--- config.mk ---
export PLATFORM = sky130hd
export DESIGN_NAME = luhn_check_digit_validate
export DESIGN_NICKNAME = d
export VERILOG_FILES = /design/src/design/lcdv_pkg.sv /design/src/design/luhn_check_digit_validate.sv
export SDC_FILE = /design/constraint.sdc
export NUM_CORES = 1
export LEC_CHECK = 0
export ABC_AREA = 0
export CORE_ASPECT_RATIO = 0.9
export CORE_MARGIN = 2
export CORE_UTILIZATION = 35
export CTS_BUF_LIST = sky130_fd_sc_hd__clkbuf_16
export CTS_CLUSTER_DIAMETER = 50
export DETAILED_ROUTE_END_ITERATION = 6
export DONT_BUFFER_PORTS = 1
export PLACE_DENSITY = 0.53
export SLEW_MARGIN = 20
export SYNTH_ARGS = -nofsm -noshare
export SYNTH_HDL_FRONTEND = slang
export SYNTH_SLANG_ARGS = --single-unit
--- constraint.sdc ---
create_clock -name clk_i -period 8.5 [get_ports clk_i]
set_clock_uncertainty 0.2 [all_clocks]
set_input_delay 0.425 -clock clk_i [delete_from_list [all_inputs] [get_ports clk_i]]
set_output_delay 0.425 -clock clk_i [all_outputs]
set_load 0.005 [all_outputs]
--- src/design/lcdv_pkg.sv ---
// Package for the Luhn check digit validator: widths, pipeline split and
// digit arithmetic helpers.
// No dependencies; imported by luhn_check_digit_validate.
package lcdv_pkg;

  localparam int ID_WIDTH            = 40;
  localparam int DEF_PAYLOAD_DIGITS  = 9;
  localparam int MAX_PAYLOAD_DIGITS  = 18;
  localparam int DABBLE_STAGES       = 5;
  localparam int STEPS_PER_STAGE     = ID_WIDTH / DABBLE_STAGES;
  localparam int SUM_MAX_W           = $clog2(MAX_PAYLOAD_DIGITS * 9 + 1);
  localparam int MOD_STEPS           = SUM_MAX_W - 3;

  typedef logic [3:0] digit_t;

  function automatic digit_t luhn_weight(input digit_t d, input logic dbl);
    logic [4:0] t;
    t = {1'b0, d};
    if (dbl) begin
      t = {d, 1'b0};
      if (t > 5'd9) begin
        t = t - 5'd9;
      end
    end
    return t[3:0];
  endfunction

  function automatic digit_t mod10(input logic [SUM_MAX_W-1:0] v);
    logic [SUM_MAX_W-1:0] r;
    r = v;
    for (int k = MOD_STEPS - 1; k >= 0; k--) begin
      if (r >= SUM_MAX_W'(10 << k)) begin
        r = r - SUM_MAX_W'(10 << k);
      end
    end
    return r[3:0];
  endfunction

endpackage

--- src/design/luhn_check_digit_validate.sv ---
// Luhn mod 10 check digit validator, pipelined binary to decimal conversion.
// Depends on lcdv_pkg.
//
//   channel | signals                              | direction
//   --------+--------------------------------------+----------
//   in      | in_valid_i, in_stall_o, id_number_i  | into block
//   out     | out_valid_o, out_stall_i,            | out of block
//           | check_ok_o, computed_digit_o         |
//
// The block takes one word per cycle while in_stall_o is low.
// Five stages convert the number to decimal, eight bits per stage; one stage
// forms the weighted digit sum and one reduces it to the check digit.
// Each stage loads when it is empty or its successor loads, so bubbles close up.
// A stall holds each full stage with no empty stage after it; reset empties the pipeline.
module luhn_check_digit_validate #(
  parameter int PAYLOAD_DIGITS = lcdv_pkg::DEF_PAYLOAD_DIGITS
) (
  input  logic                         clk_i,
  input  logic                         rst_ni,
  input  logic                         in_valid_i,
  output logic                         in_stall_o,
  input  logic [lcdv_pkg::ID_WIDTH-1:0] id_number_i,
  output logic                         out_valid_o,
  input  logic                         out_stall_i,
  output logic                         check_ok_o,
  output logic [3:0]                   computed_digit_o
);
  import lcdv_pkg::*;

  localparam int NUM_DIGITS = PAYLOAD_DIGITS + 1;
  localparam int BCD_W      = 4 * NUM_DIGITS;
  localparam int SUM_W      = $clog2(PAYLOAD_DIGITS * 9 + 1);
  localparam int NSTAGES    = DABBLE_STAGES + 2;
  localparam int SUM_STAGE  = DABBLE_STAGES;
  localparam int LAST       = NSTAGES - 1;

  logic [NSTAGES-1:0] valid_q;
  logic [NSTAGES-1:0] load;

  logic [BCD_W-1:0]    bcd_q [DABBLE_STAGES];
  logic [ID_WIDTH-1:0] bin_q [DABBLE_STAGES-1];

  logic [SUM_W-1:0] sum_d, sum_q;
  digit_t           given_q;
  digit_t           digit_d, digit_q;
  logic             ok_d, ok_q;

  always_comb begin
    load[LAST] = !valid_q[LAST] || !out_stall_i;
    for (int k = LAST - 1; k >= 0; k--) begin
      load[k] = !valid_q[k] || load[k+1];
    end
  end

  assign in_stall_o = !load[0];

  always_ff @(posedge clk_i or negedge rst_ni) begin
    if (!rst_ni) begin
      valid_q <= '0;
    end else begin
      for (int k = 0; k < NSTAGES; k++) begin
        if (load[k]) begin
          valid_q[k] <= (k == 0) ? in_valid_i : valid_q[(k == 0) ? 0 : k - 1];
        end
      end
    end
  end

  for (genvar s = 0; s < DABBLE_STAGES; s++) begin : g_dabble
    logic [BCD_W-1:0]    bcd_in, b;
    logic [ID_WIDTH-1:0] bin_in, x;

    if (s == 0) begin : g_first
      assign bcd_in = '0;
      assign bin_in = id_number_i;
    end else begin : g_next
      assign bcd_in = bcd_q[s-1];
      assign bin_in = bin_q[s-1];
    end

    always_comb begin
      b = bcd_in;
      x = bin_in;
      for (int j = 0; j < STEPS_PER_STAGE; j++) begin
        for (int k = 0; k < NUM_DIGITS; k++) begin
          if (b[4*k +: 4] >= 4'd5) begin
            b[4*k +: 4] = b[4*k +: 4] + 4'd3;
          end
        end
        b = {b[BCD_W-2:0], x[ID_WIDTH-1]};
        x = {x[ID_WIDTH-2:0], 1'b0};
      end
    end

    always_ff @(posedge clk_i) begin
      if (load[s]) begin
        bcd_q[s] <= b;
      end
    end

    if (s < DABBLE_STAGES - 1) begin : g_bin
      always_ff @(posedge clk_i) begin
        if (load[s]) begin
          bin_q[s] <= x;
        end
      end
    end
  end

  always_comb begin
    sum_d = '0;
    for (int k = 1; k <= PAYLOAD_DIGITS; k++) begin
      sum_d = sum_d + SUM_W'(luhn_weight(bcd_q[DABBLE_STAGES-1][4*k +: 4], k[0]));
    end
  end

  always_ff @(posedge clk_i) begin
    if (load[SUM_STAGE]) begin
      sum_q   <= sum_d;
      given_q <= bcd_q[DABBLE_STAGES-1][3:0];
    end
  end

  digit_t rem;
  assign rem     = mod10(SUM_MAX_W'(sum_q));
  assign digit_d = (rem == 4'd0) ? 4'd0 : 4'd10 - rem;
  assign ok_d    = (digit_d == given_q);

  always_ff @(posedge clk_i) begin
    if (load[LAST]) begin
      digit_q <= digit_d;
      ok_q    <= ok_d;
    end
  end

  assign out_valid_o      = valid_q[LAST];
  assign check_ok_o       = ok_q;
  assign computed_digit_o = digit_q;

  a_in_enters: assert property (@(posedge clk_i) disable iff (!rst_ni)
    in_valid_i && !in_stall_o |=> valid_q[0])
    else $error("accepted word did not enter the first stage");

  a_full_stage_holds: assert property (@(posedge clk_i) disable iff (!rst_ni)
    valid_q[SUM_STAGE] && !load[SUM_STAGE] |=> valid_q[SUM_STAGE] && $stable(sum_q))
    else $error("held sum stage lost or changed its word");

  a_digit_range: assert property (@(posedge clk_i) disable iff (!rst_ni)
    out_valid_o |-> computed_digit_o <= 4'd9)
    else $error("computed digit out of decimal range");

  a_given_range: assert property (@(posedge clk_i) disable iff (!rst_ni)
    valid_q[SUM_STAGE] |-> given_q <= 4'd9)
    else $error("conversion produced an invalid decimal digit");

endmodule
Word level (Yosys, flattened, before mapping) --
Memories as Yosys holds them, arrays and structs flattened. Cells that the tools add are included.
Word-level totals: RAM bits 328, output and inout bits 7, logic and storage cells 1125, memories 2, bits in registers 23
Memories:
- bcd_q | words 5, bits a word 40, rd ports 5, clocked after Yosys merged registers in 0, wr ports 5, RTL line luhn_check_digit_validate.sv:40 | logic [BCD_W-1:0] bcd_q [DABBLE_STAGES];
- bin_q | words 4, bits a word 32, rd ports 4, clocked after Yosys merged registers in 0, wr ports 4, RTL line luhn_check_digit_validate.sv:41 | logic [ID_WIDTH-1:0] bin_q [DABBLE_STAGES-1];
Operators by class: multiplexer cells 369, $add $sub $neg 367, reduce and logical (&&, ||, !) cells 17, order comparisons 358, equal/unequal tests 1
Operators with widths (count):
- >= comparator 4 x 3 -> 1 bit (second input constant) | 341
- 2-to-1 mux 4 bit | 323
- adder 4 x 2 -> 4 bit (second input constant) | 309
- adder 3 x 2 -> 3 bit (second input constant) | 32
- 2-to-1 mux 3 bit | 32
- adder 7 x 4 -> 7 bit | 5
- 2-to-1 mux 8 bit | 4
- greater-than comparator 5 x 4 -> 1 bit (second input constant) | 5
- subtractor 4 bit (second input constant) | 6
- adder 1 x 2 -> 3 bit (second input constant) | 7
- >= comparator 1 x 3 -> 1 bit (second input constant) | 7
- 2-to-1 mux 1 bit | 10
- zero test 1 bit | 9
- >= comparator 7 x 8 -> 1 bit (second input constant) | 1
- >= comparator 8 x 4 -> 1 bit (second input constant) | 1
- >= comparator 8 x 5 -> 1 bit (second input constant) | 1
- >= comparator 8 x 6 -> 1 bit (second input constant) | 1
- >= comparator 8 x 7 -> 1 bit (second input constant) | 1
- subtractor 7 x 8 -> 8 bit (second input constant) | 1
- subtractor 8 x 5 -> 8 bit (second input constant) | 1
- subtractor 8 x 6 -> 8 bit (second input constant) | 1
- subtractor 8 x 7 -> 8 bit (second input constant) | 1
- adder 6 x 4 -> 7 bit | 1
- logical OR 1 bit | 7
- other kinds (5) | 5

Longest topological paths before layout --
An unclocked memory read counts as a cell.
depth in word-level cells 17, gate-level depth with buffers 38, gate-level depth less buffers 38

Least setup slack after synthesis --
No wires, ideal clock.
path kind register to register, start point mem bcd_q[0][132] (netlist bit), end point mem bcd_q[0][184] (netlist bit), data pin, path buffers 2, library setup time 266 ps, required time 8034 ps, data arrival time 6164 ps, setup slack 1870 ps, stages on the path, launching flop included 36, period minus slack after synthesis 6630 ps, path through edfxtp_1 -> inv_1 -> ha_1 -> nand2b_1 -> or3b_1 -> and2_1 -> inv_2 -> ha_1 -> a211oi_1 -> nand2b_1 -> nand3_1 -> buf_2 -> o21ai_1 -> xnor2_1 -> inv_2 -> ha_1 -> maj3_1 -> a221o_1 -> mux2_2 -> inv_1 -> ha_1 -> inv_1 -> o211ai_1 -> nor3b_1 -> buf_2 -> nor2_1 -> a21oi_1 -> ha_1 -> inv_1 -> maj3_1 -> nor2_1 -> nor2_1 -> mux2_2 -> and2b_1 -> nor2_1 -> xor2_1
RTL lines (RTL line):
- start, declared | luhn_check_digit_validate.sv:40

==> impl_results.md <==
- Starting Density: 35.2%
- Mapped Nets: 5,031
- Crit path time final: 7.47 ns
- Synth area leaders: edfxtp_1 19%, ha_1 7.3%, a21oi_1 4.3%
- Multi-input logic area: 28,400 um2
- WP data arrival: 7.63 ns
- Commonest non-fill, non-tap cell in the layout: nand2_1
- Top FF cell, synth: edfxtp_1
- Final ANT Viol Nets: 0
- CTS sink cnt: 245
- Cell variety after synth: 147
- Critical path endpoint category: register
- Worst stage delay on the critical path: 0.48 ns
- Final setup fails: 0
- Clock slew at reported path FFs: 0.05 ns
- Residual DRC: 0
- DR vias/cell: 5.47
- Post-DP HPWL: 60,900 um
- Sequential share of the synthesized area: 19.4%
- Final nets: 4,996
- Leading area contributor after synthesis: edfxtp_1
- Setup Buffers After CTS: 0
- CTS tree: yes
- GP Congestion: 0.804
- Outcome: finished, final reports clean
- Core Region: 107,000 um2
- Area fraction of the dominant cell type after synthesis: 18.9%
- CP required: 8.66 ns
- Initial DRC count: 1,932
- RSZ-0062 raised after global routing: false
- Tcrit/Tclk final: 87.9%
- Wire per inst: 13.0 um
- Mapped cell area: 37,800 um2
- Async set-reset flop share out of synthesis: 2.86%
- Worst-Margin Slew: 1.04 ns
- Largest net degree at the start of global routing: 49
- Number of synthesized flops with an enable pin: 238
- CP Launch Type: register
- CP max FO: 11
- DRT Pass-1 Iters: 5
- Vias: 33,900
- HP Class: input port to register
- Die W: 350 um
- Placed cell area: 39,100 um2
- Fill cells: 10,900
- Bufs on Longest Clock Path: 3
- Antenna Cells: 0
- Row cnt: 114
- Clock Root Buffer: clkbuf_16
- Kind of critical path: register to register
- Max Transition Viols Final: 0
- Crit path top cell by count: ha_1
- Count of warnings emitted by yosys: 0
- Post-Synthesis Cells: 4,742
- Vias in the first global route: 30,300
- Layout area overhead: 8.87%
- DRT Wirelength: 80,300 um
- Clk Latency, worst-skew pair: 0.62 ns
- Global-route wire length before repair: 140,000 um
- Final instance area: 41,100 um2
- Grt total ovfl: 0
- H-tree levels: 2
- Initial antenna violation count: 0
- Slowest stage cell, crit path: a2bb2oi_2
- Port Buffers: 0
- Most frequent cells in the layout: 385 x nand2_1, 378 x nor2_1, 328 x a21oi_1, 328 x inv_1, 294 x o21ai_0
- Die area: 111,000 um2
- Yosys reg bits: 245
- Gr usage total: 14.2%
- TNS Setup: 0 ns
- I/O pin count: 51
- Syn_area_per_cell: 7.96 um2
- Rel. slew slack: 30.4%
- TritonCTS Buffers: 48
- Final Hold Vio Count: 0
- Fraction of layout cells with a size suffix above 1: 11.5%
- Max-cap violations: 0
- Sequential Area: 7320 um2
- Highest Clock Rate: 134 MHz
- Die Height: 316 um
## state kept, by name (all words and copies together), names as in the netlist
name	flops
given_q	4
sum_q	7
valid_q	7
bcd_q	142
computed_digit_o	4
check_ok_o	1
bin_q	80
## kinds of logic (layout without fill, tap and decap cells)
group / count (synthesis) / after routing / synth area share, %
fa+ha+maj: 263 / 263 / 9.13
buf+inv: 511 / 515 / 5.35
xor+xnor: 225 / 225 / 6.32
flops: 245 / 245 / 19.4
simple gates: 1507 / 1507 / 19.6
mux: 231 / 231 / 6.74
compound gates: 1760 / 1760 / 33.4
## critical path: cells and delay by family (launching register included)
kind	cells	cell delay [ns]
AOI/OAI and AO/OA	10	2.76
xor gates and xnor gates	4	0.95
adders and majority gates	6	1.56
buffers and inverters	4	0.42
DFF	1	0.42
muxes	1	0.15
and+or+nand+nor	5	0.75
## synth_stat cells, drive strengths merged (30+ instances only)
| library cell | n |
|---|---|
| nor2b | 43 |
| nand2 | 388 |
| a31o | 30 |
| nor3 | 156 |
| a31oi | 76 |
| nor2 | 385 |
| clkbuf | 89 |
| o31ai | 37 |
| mux2 | 79 |
| o21bai | 34 |
| o22ai | 70 |
| a22oi | 31 |
| nor3b | 35 |
| xor2 | 59 |
| inv | 364 |
| buf | 55 |
| o21ai | 401 |
| nand3 | 124 |
| a21oi | 385 |
| o21a | 64 |
| a211oi | 100 |
| edfxtp | 238 |
| or2 | 49 |
| ha | 219 |
| xnor2 | 164 |
| or3 | 35 |
| nand2b | 119 |
| o211ai | 84 |
| mux2i | 152 |
| and2 | 62 |
| a21o | 70 |
## metrics by stage
stage,util [%],std cells,hold WS (ns),setup WS [ns]
final,38.4,6196,0.123,1.03
after global routing,38.4,6196,0.156,0.291
after CTS,38.4,6196,0.0499,1.03
after detailed placement,36.5,6067,-0.0704,1.08
after global placement,36.5,6067,-0.0704,1.25
after floorplan,-,4742,-0.0706,1.87
## repair_timing
item	in CTS	in global routing
endpoints found under the hold margin	50	0
gates resized for setup	0	0
hold buffers	40	0
## layer usage
layer	global-route usage [%]	vias to the layer above	wire [um]
li1	-	17800	-
met1	20.6	15500	42000
met2	22.1	429	34100
met3	2.07	79	2880
met4	3.24	0	1290
met5	0	-	0
## layout make-up
class	count	share of cell area (%)
Clock buffer	49	2.98
Clock inverter	40	0.935
Timing Repair Buffer	59	1.32
Tap cell	1450	4.41
Inverter	367	3.35
Sequential cell	245	17.8
Multi-Input combinational cell	3986	69.2
## path summary, 6_finish.rpt
| path | startpoint | to | cells past startpoint | slack, ns |
|---|---|---|---|---|
| worst max-delay path | bcd_q[0][137]$_DFFE_PP_ | bcd_q[0][196]$_DFFE_PP_ | 30 | 1.03 |
| worst min-delay path | id_number_i[37] | bcd_q[0][9]$_SDFFCE_PP0N_ | 2 | 0.12 |
| max in group asynchronous | rst_ni | valid_q[0]$_DFFE_PN0N_ | 2 | 7.32 |
| min in group asynchronous | rst_ni | valid_q[3]$_DFFE_PN0P_ | 2 | 0.52 |
| worst min register to register | bin_q[2][16]$_DFFE_PP_ | bin_q[3][24]$_DFFE_PP_ | 0 | 0.21 |
| worst max register to register | bcd_q[0][137]$_DFFE_PP_ | bcd_q[0][196]$_DFFE_PP_ | 30 | 1.03 |
Power is left out: the tool's default activity adds up to more than one toggle a clock period on the data nets, which glitch-free logic cannot reach.
